<file path="src/hw/rtl/rbsd_pkg.sv">
`timescale 1ns / 1ps
// ----------------------------------------------------------------------------
// rbsd_pkg
// Shared types and constants of the run-length byte stream decoder.
// ----------------------------------------------------------------------------
package rbsd_pkg;

  localparam int BYTE_BITS = 8;
  localparam int SIZE_BITS = 24;
  localparam int LITERAL_FLAG_BIT = 7;

  localparam logic [BYTE_BITS-1:0] REPEAT_BIAS = 8'd3;
  localparam logic [SIZE_BITS-1:0] SIZE_RESET = 24'd65536;

  // Decoder phase. Code 3 is unused and is handled as a header.
  typedef enum logic [1:0] {
    PH_HEADER  = 2'd0,
    PH_LITERAL = 2'd1,
    PH_REPEAT  = 2'd2
  } phase_t;

  // One decoded run as handed to the output buffer.
  typedef struct packed {
    logic [BYTE_BITS-1:0] value;
    logic [BYTE_BITS-1:0] run_length;
    logic                 last;
  } result_t;

endpackage

</file>
<file path="src/hw/rtl/rbsd_decode.sv">
`timescale 1ns / 1ps
// ----------------------------------------------------------------------------
// rbsd_decode
// Decoder state and the single-pass decode of one compressed byte.
// ----------------------------------------------------------------------------
module rbsd_decode #(
  parameter int COUNT_BITS = 24
) (
  input  logic                               clk,
  input  logic                               rst,
  input  logic [rbsd_pkg::SIZE_BITS-1:0]     output_size,
  input  logic                               fire,
  input  logic [rbsd_pkg::BYTE_BITS-1:0]     code_byte,
  output logic                               res_valid,
  output rbsd_pkg::result_t                  res
);

  localparam int CMP_BITS = (COUNT_BITS > rbsd_pkg::SIZE_BITS) ? COUNT_BITS
                                                                 : rbsd_pkg::SIZE_BITS;

  rbsd_pkg::phase_t                    phase, phase_next;
  logic [rbsd_pkg::BYTE_BITS-1:0]      run_left, run_left_next;
  logic [rbsd_pkg::BYTE_BITS-1:0]      repeat_count, repeat_count_next;
  logic [COUNT_BITS-1:0]               bytes_written, bytes_written_next;

  logic                                emit;
  logic [rbsd_pkg::BYTE_BITS-1:0]      len;
  logic [CMP_BITS-1:0]                 size_w, written_w, rem;
  logic                                fin;
  logic [rbsd_pkg::BYTE_BITS-1:0]      run_dec;

  // Bytes still missing from the stream; at least one.
  assign size_w    = CMP_BITS'(output_size);
  assign written_w = CMP_BITS'(bytes_written);
  assign rem       = (size_w > written_w) ? (size_w - written_w) : CMP_BITS'(1);
  assign fin       = (CMP_BITS'(len) >= rem);
  assign run_dec   = (run_left != '0) ? (run_left - 8'd1) : '0;

  always_comb begin
    phase_next        = phase;
    run_left_next     = run_left;
    repeat_count_next = repeat_count;
    emit              = 1'b0;
    len               = 8'd1;
    unique case (phase)
      rbsd_pkg::PH_LITERAL: begin
        emit          = 1'b1;
        run_left_next = run_dec;
        if (run_dec == '0) begin
          phase_next = rbsd_pkg::PH_HEADER;
        end
      end
      rbsd_pkg::PH_REPEAT: begin
        emit       = 1'b1;
        len        = repeat_count;
        phase_next = rbsd_pkg::PH_HEADER;
      end
      default: begin
        if (code_byte[rbsd_pkg::LITERAL_FLAG_BIT]) begin
          run_left_next = {1'b0, code_byte[rbsd_pkg::LITERAL_FLAG_BIT-1:0]} + 8'd1;
          phase_next    = rbsd_pkg::PH_LITERAL;
        end else begin
          repeat_count_next = code_byte + rbsd_pkg::REPEAT_BIAS;
          phase_next        = rbsd_pkg::PH_REPEAT;
        end
      end
    endcase

    bytes_written_next = bytes_written;
    if (emit) begin
      if (fin) begin
        bytes_written_next = '0;
        phase_next         = rbsd_pkg::PH_HEADER;
        run_left_next      = '0;
      end else begin
        bytes_written_next = bytes_written + COUNT_BITS'(len);
      end
    end

    res_valid      = fire && emit;
    res.value      = code_byte;
    res.run_length = fin ? rem[rbsd_pkg::BYTE_BITS-1:0] : len;
    res.last       = fin;
  end

  always_ff @(posedge clk) begin
    if (rst) begin
      phase         <= rbsd_pkg::PH_HEADER;
      run_left      <= '0;
      repeat_count  <= '0;
      bytes_written <= '0;
    end else if (fire) begin
      phase         <= phase_next;
      run_left      <= run_left_next;
      repeat_count  <= repeat_count_next;
      bytes_written <= bytes_written_next;
    end
  end

endmodule

</file>
<file path="src/hw/rtl/rbsd_out_buf.sv">
`timescale 1ns / 1ps
// ----------------------------------------------------------------------------
// rbsd_out_buf
// Result register with skid entry; decode stalls only once the skid is full.
// ----------------------------------------------------------------------------
module rbsd_out_buf (
  input  logic              clk,
  input  logic              rst,
  input  logic              push,
  input  rbsd_pkg::result_t push_data,
  output logic              space,
  output logic              out_valid,
  input  logic              out_ready,
  output rbsd_pkg::result_t out_data
);

  logic              skid_valid;
  rbsd_pkg::result_t skid_data;
  logic              pop;

  assign space = !skid_valid;
  assign pop   = out_valid && out_ready;

  always_ff @(posedge clk) begin
    if (rst) begin
      out_valid  <= 1'b0;
      skid_valid <= 1'b0;
    end else if (pop) begin
      if (skid_valid) begin
        skid_valid <= 1'b0;
      end else begin
        out_valid <= push;
      end
    end else if (push) begin
      if (!out_valid) begin
        out_valid <= 1'b1;
      end else begin
        skid_valid <= 1'b1;
      end
    end
  end

  always_ff @(posedge clk) begin
    if (pop) begin
      out_data <= skid_valid ? skid_data : push_data;
    end else if (push) begin
      if (!out_valid) begin
        out_data <= push_data;
      end else begin
        skid_data <= push_data;
      end
    end
  end

endmodule

</file>
<file path="src/hw/rtl/rle_byte_stream_decoder.sv">
`timescale 1ns / 1ps
// Path: a data byte's result is held in the input register, then in the
// result register, before it is valid on the output; a full skid entry
// stalls it in the input register.
// Throughput: one compressed byte per cycle while the skid entry is free; the
// single-pass decode from input register to two-entry result buffer sets it.
// Reset: synchronous, active high; clears the stream count, the decoder phase
// and all valid flags, and sets output_size to 65536.
// ----------------------------------------------------------------------------
// rle_byte_stream_decoder
// Run-length decoder for a byte stream of literal runs and repeat runs.
// ----------------------------------------------------------------------------
//
// A header byte with bit 7 set opens a literal run of (low 7 bits + 1) bytes;
// each literal byte leaves as one item with run length 1. Any other header h
// makes the next byte a repeat of h + 3. Run lengths are clipped to the bytes
// still missing from output_size, and the item that reaches it carries tlast,
// after which the byte count clears and a new header is expected. Header
// bytes produce no item.
module rle_byte_stream_decoder #(
  parameter int COUNT_BITS = 24
) (
  input  logic        clk,
  input  logic        rst,

  // Configuration: output_size, written whenever cfg_we is high.
  input  logic        cfg_we,
  input  logic [23:0] cfg_wdata,

  // Compressed input. tdata: code_byte [7:0].
  input  logic        s_axis_tvalid,
  output logic        s_axis_tready,
  input  logic [7:0]  s_axis_tdata,

  // Decoded runs. tdata: value [7:0], run_length [15:8]. tlast: last.
  output logic        m_axis_tvalid,
  input  logic        m_axis_tready,
  output logic [15:0] m_axis_tdata,
  output logic        m_axis_tlast
);

  logic [rbsd_pkg::SIZE_BITS-1:0] output_size;

  // Input register. It moves on whenever the result buffer's skid entry is
  // free; a header byte would not need the room, but the simpler rule costs
  // nothing at steady state since the skid entry only fills under stall.
  logic                           in_valid;
  logic [rbsd_pkg::BYTE_BITS-1:0] in_byte;
  logic                           fire;
  logic                           space;

  logic                           res_valid;
  rbsd_pkg::result_t              res;
  rbsd_pkg::result_t              out_data;

  assign fire          = in_valid && space;
  assign s_axis_tready = !in_valid || fire;

  always_ff @(posedge clk) begin
    if (rst) begin
      output_size <= rbsd_pkg::SIZE_RESET;
    end else if (cfg_we) begin
      output_size <= cfg_wdata;
    end
  end

  always_ff @(posedge clk) begin
    if (rst) begin
      in_valid <= 1'b0;
    end else if (s_axis_tready) begin
      in_valid <= s_axis_tvalid;
    end
  end

  always_ff @(posedge clk) begin
    if (s_axis_tvalid && s_axis_tready) begin
      in_byte <= s_axis_tdata;
    end
  end

  // Decoder state and the per-byte decode.
  rbsd_decode #(
    .COUNT_BITS (COUNT_BITS)
  ) u_decode (
    .clk         (clk),
    .rst         (rst),
    .output_size (output_size),
    .fire        (fire),
    .code_byte   (in_byte),
    .res_valid   (res_valid),
    .res         (res)
  );

  // Result register plus skid entry toward the consumer.
  rbsd_out_buf u_out_buf (
    .clk       (clk),
    .rst       (rst),
    .push      (res_valid),
    .push_data (res),
    .space     (space),
    .out_valid (m_axis_tvalid),
    .out_ready (m_axis_tready),
    .out_data  (out_data)
  );

  assign m_axis_tdata = {out_data.run_length, out_data.value};
  assign m_axis_tlast = out_data.last;

endmodule
</file>
<file path="config.mk">
export PLATFORM = sky130hd
export DESIGN_NAME = rle_byte_stream_decoder
export DESIGN_NICKNAME = d
export VERILOG_FILES = /design/src/hw/rtl/rbsd_pkg.sv /design/src/hw/rtl/rbsd_decode.sv /design/src/hw/rtl/rbsd_out_buf.sv /design/src/hw/rtl/rle_byte_stream_decoder.sv
export SDC_FILE = /design/constraint.sdc
export NUM_CORES = 1
export LEC_CHECK = 0
export ABC_AREA = 1
export BUFFER_PORTS_ARGS = -buffer_cell sky130_fd_sc_hd__buf_2
export CELL_PAD_IN_SITES_DETAIL_PLACEMENT = 2
export CELL_PAD_IN_SITES_GLOBAL_PLACEMENT = 2
export CORE_ASPECT_RATIO = 1.4
export CORE_MARGIN = 2
export CORE_UTILIZATION = 35
export CTS_CLUSTER_DIAMETER = 100
export CTS_CLUSTER_SIZE = 24
export DETAILED_ROUTE_END_ITERATION = 10
export GPL_TIMING_DRIVEN = 0
export PLACE_DENSITY_LB_ADDON = 0.3
export SLEW_MARGIN = 25
export SYNTH_ARGS = -nofsm -noshare
export SYNTH_HDL_FRONTEND = slang
export SYNTH_SLANG_ARGS = --single-unit
export TNS_END_PERCENT = 100
</file>
<file path="constraint.sdc">
create_clock -name clk -period 4.81 [get_ports clk]
set_input_delay 1.2025 -clock clk [delete_from_list [all_inputs] [get_ports clk]]
set_output_delay 1.2025 -clock clk [all_outputs]
set_load 0.01 [all_outputs]
</file>
==> results of run 1 <==
cell type report:
type / count / area (um^2) / share of cell area
Multi-Input combinational cell: 801 / 4240 / 0.485
Sequential cell: 111 / 2640 / 0.302
Inverter: 198 / 746 / 0.0852
Tap cell: 297 / 372 / 0.0425
Timing Repair Buffer: 58 / 313 / 0.0357
Clock buffer: 9 / 225 / 0.0257
Buffer: 23 / 121 / 0.0139
Clock inverter: 7 / 91.3 / 0.0104
Yosys cell counts (all sizes together):
cell	count	share of area
a21o	1	0.00097
o21ai	75	0.051
o31ai	2	0.0019
nand2	323	0.16
nor4	4	0.0032
nand3b	3	0.0029
a211oi	1	0.00097
o211ai	1	0.00097
o22ai	3	0.0024
nor2	138	0.080
inv	195	0.095
edfxtp	42	0.16
buf	6	0.0074
fa	2	0.0052
nor3	16	0.011
xor2	20	0.023
clkbuf	17	0.0083
or2	3	0.0024
nand4	20	0.019
dfxtp	69	0.18
nand3	64	0.043
o21bai	3	0.0029
clkinv	3	0.0015
and2	4	0.0032
o221ai	3	0.0034
xnor2	7	0.0079
a221oi	4	0.0045
a31oi	1	0.00081
ha	46	0.074
a21oi	57	0.037
cells in the final DEF, fill, tap and decap left out, drive strengths merged:
master and count:
nand2 323, inv 198, nor2 138, o21ai 75, dfxtp 69, nand3 64, buf 64, a21oi 57
ha 46, edfxtp 42, clkbuf 26, xor2 20, nand4 20, nor3 16, xnor2 7, clkinv 7
and2 4, nor4 4, a221oi 4, o21bai 3, nand3b 3, or2 3, o221ai 3, o22ai 3
o31ai 2, fa 2, a21o 1, o211ai 1, a211oi 1, a31oi 1
layer usage:
layer / wire, um / GRT usage
met3: 551 / 0.0292
met2: 15900 / 0.492
met5: 0 / 0
met1: 10300 / 0.253
met4: 1950 / 0.159
what timing repair did:
item,4_1_cts,5_1_grt
gates resized for setup,1,4
setup buffers,1,0
pin swaps,1,0
cloned,0,0
endpoints found under the setup margin,21,8
worst paths after layout:
path,start,end,cells after the start
min reg2reg,in_byte[3]$_DFFE_PP_,u_out_buf.skid_data[12]$_DFFE_PP_,0
max reg2reg,u_decode.bytes_written[13]$_SDFFE_PP0P_,u_out_buf.out_data[1]$_DFFE_PP_,25
max,u_decode.bytes_written[13]$_SDFFE_PP0P_,u_out_buf.out_data[1]$_DFFE_PP_,25
min,in_byte[3]$_DFFE_PP_,u_out_buf.skid_data[12]$_DFFE_PP_,0
critical path, stage by stage, from the launching register on:
cell	delay, ns
dfxtp_1	0.37
inv_1	0.14
ha_1	0.40
nand2_1	0.15
nor2_2	0.23
nand2_1	0.11
nor2_1	0.17
nand2_1	0.09
nand3_2	0.10
nand2_4	0.13
inv_4	0.09
buf_6	0.16
nand2_1	0.07
ha_1	0.27
a21oi_1	0.08
o21ai_0	0.19
a21oi_1	0.09
o21bai_1	0.19
nand2_1	0.07
nand3b_1	0.20
nand4_4	0.23
buf_4	0.26
nand2_1	0.09
nand3_1	0.08
o21ai_0	0.11
inv_1	0.09
registers in the layout, indices dropped and copies added, names as in the netlist, 2 cells and up:
name and flops:
in_byte 8, output_size 24, u_decode.bytes_written 24, u_decode.phase 2, u_decode.repeat_count 8, u_decode.run_left 8, u_out_buf.out_data 17, u_out_buf.skid_data 17
through the flow:
stage	worst slack, ns	TNS (ns)	util	std cells
after global routing	0.00141	0	0.402	1504
after CTS	0.207	0	0.401	1504
after detailed placement	-0.136	-1.10	0.386	1487
after global placement	0.0182	0	0.384	1485
after floorplan	1.36	0	-	1133
final	0.382	0	0.402	1504
power breakdown:
group	leakage [nW]	internal [W]	total, W	switching, W
logic	3.07	0.000224	0.000707	0.000483
registers	0.949	0.00101	0.00104	0.0000261
clock network	0.152	0.000378	0.000814	0.000436
kinds of logic after synthesis:
family / share of synthesized area
AO/OA/AOI/OAI: 0.108
XOR/XNOR: 0.0306
adder cells (fa/ha/maj): 0.0797
buffers and inverters: 0.112
flip-flops: 0.342
AND/OR/NAND/NOR: 0.328
==> results.cfg, run 1 <==
[yosys]
synthCells = 1133
yosys_warnings = 0
synth.avg_cell_area_um2 = 6.82
syn-num-nets = 1218
synth-seq-area-share = 0.342
synth_area_mm2 = 0.00773
synth_cell_types = 46
synth-seq-cells = 111

[cells_and_area]
fillers = 2735
design_area_mm2 = 0.00875
nets = 1287
drive_gt1_frac = 0.110
diodes = 0
area_growth_pct = 13.3

[critical_path]
worstPathArrival_ns = 4.56
regToRegSetupSlack_ns = 0.38
crit_fanout = 10
required_ns = 4.94
end_kind = flop
start_kind = flop
critPathKind = flop to flop

[clocking]
cts_buffers = 9
htree_levels = 3
clockBufferDepth = 2
hold_buffers = 0
root_buffer = clkbuf_16
insertion_delay_ns = 0.39
cts.sinks = 111
clkTransAtPathRegs_ns = 0.09
tritoncts = built

[power]
power.leakage_nw = 4.17
total_power_w = 0.00256
p_per_area_mw_per_mm2 = 292
ir_drop_uv = 187

[floorplan]
start_util = 0.355
io_pins = 56
num_rows = 64
core_mm2 = 0.0218
die_h_um = 180
die-area_mm2 = 0.0233
die_w_um = 130

[timing]
min_period_ns = 4.43
skew_ns = 0.0184
maxSlewViolCount = 0
rsz0062_at_grt = no
final.period_utilization = 0.921
fmax_mhz = 226
hold_viol = 0
worst_pin_slew_ns = 0.823
fin_hold_ws_ns = 0.460
relSlewSlack = 0.451
finalSetupViolations = 0

[run]
maxCapViolations = 0

[drt]
via_per_inst = 5.10
dr.pass1.iters = 4
vias = 7669
route.detailed.drc = 0
drt_iter0_drc = 269
postRouteAntennaNets = 0
avgRoutedWirePerCell_um = 19.1
wirelength_mm = 28.7

[placed_design]
portBuffers = 55
place_area_mm2 = 0.00841
gp_congestion = 0.851
hpwl_mm = 23.2

[global_route]
grt_pass1_vias = 8713
antenna_found_initial = 0
globalRouteOverflowTotal = 0
grt_usage = 0.256
grt_max_degree = 24
grt_pass1_wl_mm = 45.5

[outcome]
status = complete, no violations

[worst_hold_path]
hold_class = flop to flop
Note: power is estimated with default switching activity, not from simulation.
==> run 2: changes to the inputs <==
- CORE_UTILIZATION: 35 -> 34
- SYNTH_HIERARCHICAL: unset -> 1
==> run 2 against run 1 <==
Setup slack improved by 0.044 ns. Sequential share of layout area up 0.23 points. Clock-buffer cell count is 1 higher. Critical path depth grew 8. Synthesized area is 0.28% lower. Largest power group unchanged.
==> results.cfg, run 2 <==
[power]
p_per_area_mw_per_mm2 = 284
total_power_w = 0.00247
power.leakage_nw = 4.19
ir_drop_uv = 196

[cells_and_area]
diodes = 0
nets = 1288
layout.cells.most_common_list = nand2_1 (351), inv_1 (180), nor2_1 (109), dfxtp_1 (69), o21ai_0 (61)
area_growth_pct = 12.7
fillers = 2810
drive_gt1_frac = 0.115
multiInputGateArea_mm2 = 0.00410
layout_commonest_cell = nand2_1
register_area_mm2 = 0.00264
utilization = 0.388
reg_top3 = output_size x24, u_decode/bytes_written x24
fin_cells = 1509

[critical_path]
r2r_cells = 33
worstReg2RegEnd = u_out_buf/out_data[3]$_DFFE_PP_
start_kind = flop
required_ns = 4.93
critPathKind = flop to flop
cp_slowest_cell = ha_1
timing.rr.start = u_decode/bytes_written[14]$_SDFFE_PP0P_
cp-startpoint = u_decode/bytes_written[14]$_SDFFE_PP0P_
crit_fanout = 10
critPathMostFrequentCell = nand2_1
path_buf_inv = 6
regToRegSetupSlack_ns = 0.43
slowest_delay_ns = 0.45
end_kind = flop
worstPathArrival_ns = 4.50
path_delay_family = simple AND/OR/NAND/NOR gates

[drt]
route.detailed.drc = 0
wl_met1_mm = 10.0
avgRoutedWirePerCell_um = 18.2
wl_met2_mm = 15.6
routed.top_layer = met4
dr.pass1.iters = 4
routed-wl-met3_um = 653
drt_iter0_drc = 207
postRouteAntennaNets = 0
vias = 7578
wirelength_mm = 27.5
via_per_inst = 5.02

[yosys]
async_flop_share = 0
synthCells = 1136
synth.avg_cell_area_um2 = 6.78
synth_top_family_by_area = simple AND/OR/NAND/NOR gates
synth-seq-cells = 111
yosys_warnings = 6
synth.largest_area_cell = dfxtp_1
synth_area_mm2 = 0.00770
synth_mux_area_frac = 0
synth_compound_area_frac = 0.111
synthSimpleGateAreaFrac = 0.316
synth-xor-area-share = 0.0239
synth_area_leaders = dfxtp_1 (18%), nand2_1 (17%), edfxtp_1 (16%), inv_1 (8.8%), ha_1 (7.5%)
netlist_top_cells_count = nand2_1 (351), inv_1 (180), nor2_1 (110)
synth-adder-area-share = 0.0799
synth_edf_count = 42
yosysTopAreaCellShare = 0.179
synthFlopType = dfxtp_1
post-synth-top-count-cell = nand2_1
synth_cell_types = 46
syn-num-nets = 1221
synth-seq-area-share = 0.343

[worst_hold_path]
min_from = u_decode/run_left[7]$_SDFFE_PP0P_
hold_path_end = u_decode/run_left[7]$_SDFFE_PP0P_
worstHoldPathCells = 2
hold_class = flop to flop

[clocking]
insertion_delay_ns = 0.37
clockBufferDepth = 2
htree_levels = 3
tritoncts = built
cts.sinks = 111
clkTransAtPathRegs_ns = 0.08
postCtsSetupBuffers = 0
cts_buffers = 9
root_buffer = clkbuf_16

[timing]
tns_ns = 0
rsz0062_at_grt = no
finalSetupViolations = 0
maxSlewViolCount = 0
final.period_utilization = 0.911
worst_pin_slew_ns = 0.865
skew_ns = 0.0124
hold_viol = 0
fmax_mhz = 228
relSlewSlack = 0.423
fin_ws_ns = 0.426
min_period_ns = 4.38

[placed_design]
hpwl_mm = 22.5
pre_cts_ws_ns = 0.462
portBuffers = 55
dp_cells = 1493
gp_congestion = 0.839

[floorplan]
die-area_mm2 = 0.0239
core_mm2 = 0.0224
die_h_um = 182
num_rows = 65
die_w_um = 131
io_pins = 56
start_util = 0.345

[global_route]
grt_pass1_vias = 8319
globalRouteOverflowTotal = 0
grt_pass1_wl_mm = 43.6
grt_usage = 0.234
antenna_found_initial = 0
grt_max_degree = 19

[outcome]
status = complete, no violations

[run]
maxCapViolations = 0
-- run 2: logic make-up (layout without fill, tap and decap cells) --
logic type,Yosys count,after routing
AOI/OAI and AO/OA,158,158
xor gates and xnor gates,21,21
adders and majority gates,48,48
buffers and inverters,219,291
DFF,111,111
and+or+nand+nor,579,579
-- run 2: tightest hold or removal path: stages (launching register included) --
cell and delay (ns):
dfxtp_1 0.32, nand2_1 0.06, a21oi_1 0.06
-- run 2: metrics by stage --
step	hold WS (ns)	cell area [um^2]
6_report	0.477	8680
5_1_grt	0.519	8680
4_1_cts	0.478	8680
3_5_place_dp	0.465	8370
3_3_place_gp	0.452	8360
2_1_floorplan	0.435	7700
-- run 2: timing repair --
item,CTS,global route
endpoints found under the setup margin,0,1
hold buffers,0,0
resized for setup,0,1
-- run 2: worst max path at each step --
stage | to | slack, ns | cells after the start
after floorplan | u_out_buf/out_data[3]$_DFFE_PP_ | 1.48 | 33
after global placement | u_out_buf/out_data[1]$_DFFE_PP_ | 0.67 | 33
after detailed placement | u_out_buf/out_data[3]$_DFFE_PP_ | 0.46 | 33
after CTS | u_out_buf/out_data[3]$_DFFE_PP_ | 0.40 | 33
after global routing | u_out_buf/out_data[3]$_DFFE_PP_ | 0.02 | 35
final | u_out_buf/out_data[3]$_DFFE_PP_ | 0.43 | 33
-- run 2: cell type report --
type	count	area share
multi-input combinational	806	0.473
sequential	111	0.304
inverter	188	0.0813
tap	301	0.0434
timing repair buffer	56	0.0330
buffer	31	0.0301
clock buffer	10	0.0275
clock inverter	6	0.00792
-- run 2: power breakdown --
| part | switching, W | internal (W) |
|---|---|---|
| Clock | 0.000386 | 0.000422 |
| Sequential | 0.0000291 | 0.00101 |
| Combinational | 0.000420 | 0.000202 |
-- run 2: routing by layer --
layer / global-route usage / vias up
met4: 0.124 / 0
li1: - / 3731
met3: 0.0339 / 48
met2: 0.476 / 113
met5: 0 / -
met1: 0.225 / 3686
==> run 3: changes to the inputs <==
- ABC_AREA: 1 -> unset
- CORE_UTILIZATION: 34 -> 38
==> run 3 against run 2 <==
The flow now finishes with violations (negative setup slack). Sequential cell count is the same. Core utilization grew 8.7 points. Fmax shrank 13%. First-iteration DRC count grew 70%. Cell count shrank 26%. Non-clock buffer count grew 39. Sequential share of layout area shrank 0.20 points. Synthesized cell count shrank 32%. Synthesized area shrank 7.2%. Total power grew 5.0%. Via count shrank 14%. Critical endpoint is now u_out_buf/out_data[1]$_DFFE_PP_. Largest power group unchanged. Highest routed layer unchanged.
==> results.cfg, run 3 <==
[cells_and_area]
diodes = 0
layout.cells.most_common_list = nor2_1 (63), nand2_1 (58), buf_2 (57), dfxtp_1 (55), inv_1 (49)
nets = 948
design_area_mm2 = 0.00882
drive_gt1_frac = 0.281
reg_top3 = output_size x24, u_decode/bytes_written x24
fillers = 1964
area_growth_pct = 23.3
layout_commonest_cell = nor2_1

[critical_path]
end_kind = flop
required_ns = 4.93
worstPathArrival_ns = 5.16
start_kind = flop
r2r_cells = 24
slowest_delay_ns = 0.37
critPathMostFrequentCell = buf_12
cp_cell_sequence = ha_4 > inv_2 > fa_2 > a211oi_2 > o211ai_1 > nand3_2 > a21o_1 > a21o_1 > a31oi_4 > buf_12 > nand2_4 > ha_4 > nand2b_4 > a21oi_4 > nor2b_4 > o21ai_2 > a221o_1 > a2111oi_4 > nand4_1 > o21ai_4 > buf_12 > buf_12 > a31oi_4 > mux2_4
cp_slowest_cell = dfxtp_2
crit_fanout = 5
critPathKind = flop to flop

[drt]
dr.pass1.iters = 4
postRouteAntennaNets = 0
wirelength_mm = 29.1
route.detailed.drc = 0
via_per_inst = 5.85
drt_iter0_drc = 352
avgRoutedWirePerCell_um = 26.1
vias = 6504

[yosys]
yosysTopAreaCellShare = 0.193
synth.avg_cell_area_um2 = 9.26
post-synth-top-count-cell = dfxtp_1
synth-seq-cells = 111
synth-seq-area-share = 0.370
netlist_top_cells_count = dfxtp_1 (69), nor2_1 (67), nand2_1 (62)
synth.largest_area_cell = dfxtp_1
yosys_warnings = 6
synth_area_mm2 = 0.00715
synth_cell_types = 69
syn-num-nets = 857
synthFlopType = dfxtp_1
synthCells = 772
synth_edf_count = 42
async_flop_share = 0
synth_area_leaders = dfxtp_1 (19%), edfxtp_1 (18%), ha_1 (8.0%), mux2i_1 (4.8%), xnor2_1 (4.0%)

[floorplan]
die_h_um = 166
die_w_um = 120
io_pins = 56
die-area_mm2 = 0.0199
start_util = 0.386
num_rows = 59
core_mm2 = 0.0185

[placed_design]
hpwl_mm = 19.2
gp_congestion = 0.891
portBuffers = 54
place_area_mm2 = 0.00773

[power]
total_power_w = 0.00259
ir_drop_uv = 172
p_per_area_mw_per_mm2 = 294
power.leakage_nw = 3.53

[global_route]
grt_pass1_vias = 7287
grt_max_degree = 24
antenna_found_initial = 0
grt_pass1_wl_mm = 42.2
globalRouteOverflowTotal = 0
grt_usage = 0.277

[clocking]
htree_levels = 3
root_buffer = clkbuf_16
cts.sinks = 111
tritoncts = built
cts_buffers = 9
insertion_delay_ns = 0.37
clkTransAtPathRegs_ns = 0.08
hold_buffers = 0
clockBufferDepth = 2

[run]
maxCapViolations = 0

[outcome]
violations = negative setup slack
status = finished, violations left

[timing]
finalSetupViolations = 14
fmax_mhz = 199
hold_viol = 0
fin_ws_ns = -0.226
rsz0062_at_grt = yes
relSlewSlack = 0.306
min_period_ns = 5.04
skew_ns = 0.0160
maxSlewViolCount = 0
final.period_utilization = 1.05
worst_pin_slew_ns = 1.04

[worst_hold_path]
hold_class = flop to flop
worstHoldPathCells = 2
-- run 3: cell types whose count changed in the layout (fill, tap and decap cells not counted), moves of 14 or more --
cell     change
nand2_1    -293
dfxtp_1     -14
o21ai_0     -40
xnor2_1     +27
ha_1        -20
nor2_1      -46
nor2_2      -15
a21oi_1     -19
o21ai_1     -15
buf_4       +24
mux2i_1     +29
ha_4        +16
inv_1      -131
nand3_1     -29
-- run 3: final timing paths --
path | from | slack (ns) | to
setup / recovery | u_decode/bytes_written[0]$_SDFFE_PP0P_ | -0.23 | u_out_buf/out_data[1]$_DFFE_PP_
hold / removal | u_decode/bytes_written[4]$_SDFFE_PP0P_ | 0.48 | u_decode/bytes_written[4]$_SDFFE_PP0P_
setup reg to reg | u_decode/bytes_written[0]$_SDFFE_PP0P_ | -0.23 | u_out_buf/out_data[1]$_DFFE_PP_
hold reg to reg | u_decode/bytes_written[4]$_SDFFE_PP0P_ | 0.48 | u_decode/bytes_written[4]$_SDFFE_PP0P_
-- run 3: metal layers --
metal | vias up | track usage | wire [um]
met4 | 0 | 0.189 | 2300
met5 | - | 0 | 0
met1 | 3267 | 0.269 | 9940
met2 | 174 | 0.530 | 16100
li1 | 2954 | - | -
met3 | 109 | 0.0347 | 718
-- run 3: logic make-up (layout without fill, tap and decap cells) --
| group | count (synthesis) | after routing | share of synthesized area |
|---|---|---|---|
| DFF | 111 | 111 | 0.370 |
| buffers and inverters | 103 | 199 | 0.0740 |
| xor gates and xnor gates | 45 | 45 | 0.0551 |
| and+or+nand+nor | 245 | 245 | 0.172 |
| muxes | 52 | 52 | 0.0812 |
| AOI/OAI and AO/OA | 168 | 168 | 0.162 |
| adders and majority gates | 48 | 48 | 0.0861 |
-- run 3: area by class of cell --
| cell class | instances | area (um^2) | area share |
|---|---|---|---|
| well taps | 244 | 305 | 0.0346 |
| multi-input cells | 558 | 4400 | 0.499 |
| clock buffers | 9 | 225 | 0.0255 |
| inverters | 57 | 214 | 0.0243 |
| flip-flops and latches | 111 | 2670 | 0.302 |
| repair buffers | 86 | 592 | 0.0671 |
| plain buffers | 40 | 324 | 0.0368 |
| clock inverters | 7 | 88.8 | 0.0101 |
-- run 3: metrics by stage --
| step | std cells | setup slack, ns | hold slack [ns] | setup TNS [ns] | util |
|---|---|---|---|---|---|
| CTS | 1102 | -0.0214 | 0.482 | -0.0562 | 0.462 |
| finish | 1112 | -0.226 | 0.481 | -1.76 | 0.476 |
| global route | 1112 | -0.373 | 0.498 | -6.43 | 0.476 |
| detailed placement | 1070 | -1.02 | 0.487 | -32.84 | 0.417 |
| floorplan | 772 | 0.434 | 0.451 | 0 | - |
| global placement | 1070 | -0.744 | 0.471 | -18.97 | 0.417 |
-- run 3: where the power goes --
part	switching [W]	total, W	internal [W]
Sequential	0.0000292	0.00103	0.00101
Clock	0.000431	0.000809	0.000378
Combinational	0.000414	0.000745	0.000332
Total	0.000874	0.00259	0.00172
-- run 3: what timing repair did --
| item | 4_1_cts | 5_1_grt |
|---|---|---|
| endpoints found under the setup margin | 52 | 52 |
| cloned | 2 | 0 |
| gates resized for setup | 72 | 37 |
| setup buffers | 19 | 11 |
| pin swaps | 21 | 18 |
-- run 3: worst max-delay path: cells and delay by family, from the launching register on --
family,cells,cell delay (ns)
multiplexers,1,0.31
adder cells (fa/ha/maj),3,0.65
AND/OR/NAND/NOR,5,0.78
AO/OA/AOI/OAI,11,2.15
flip-flops,1,0.37
buffers and inverters,4,0.51
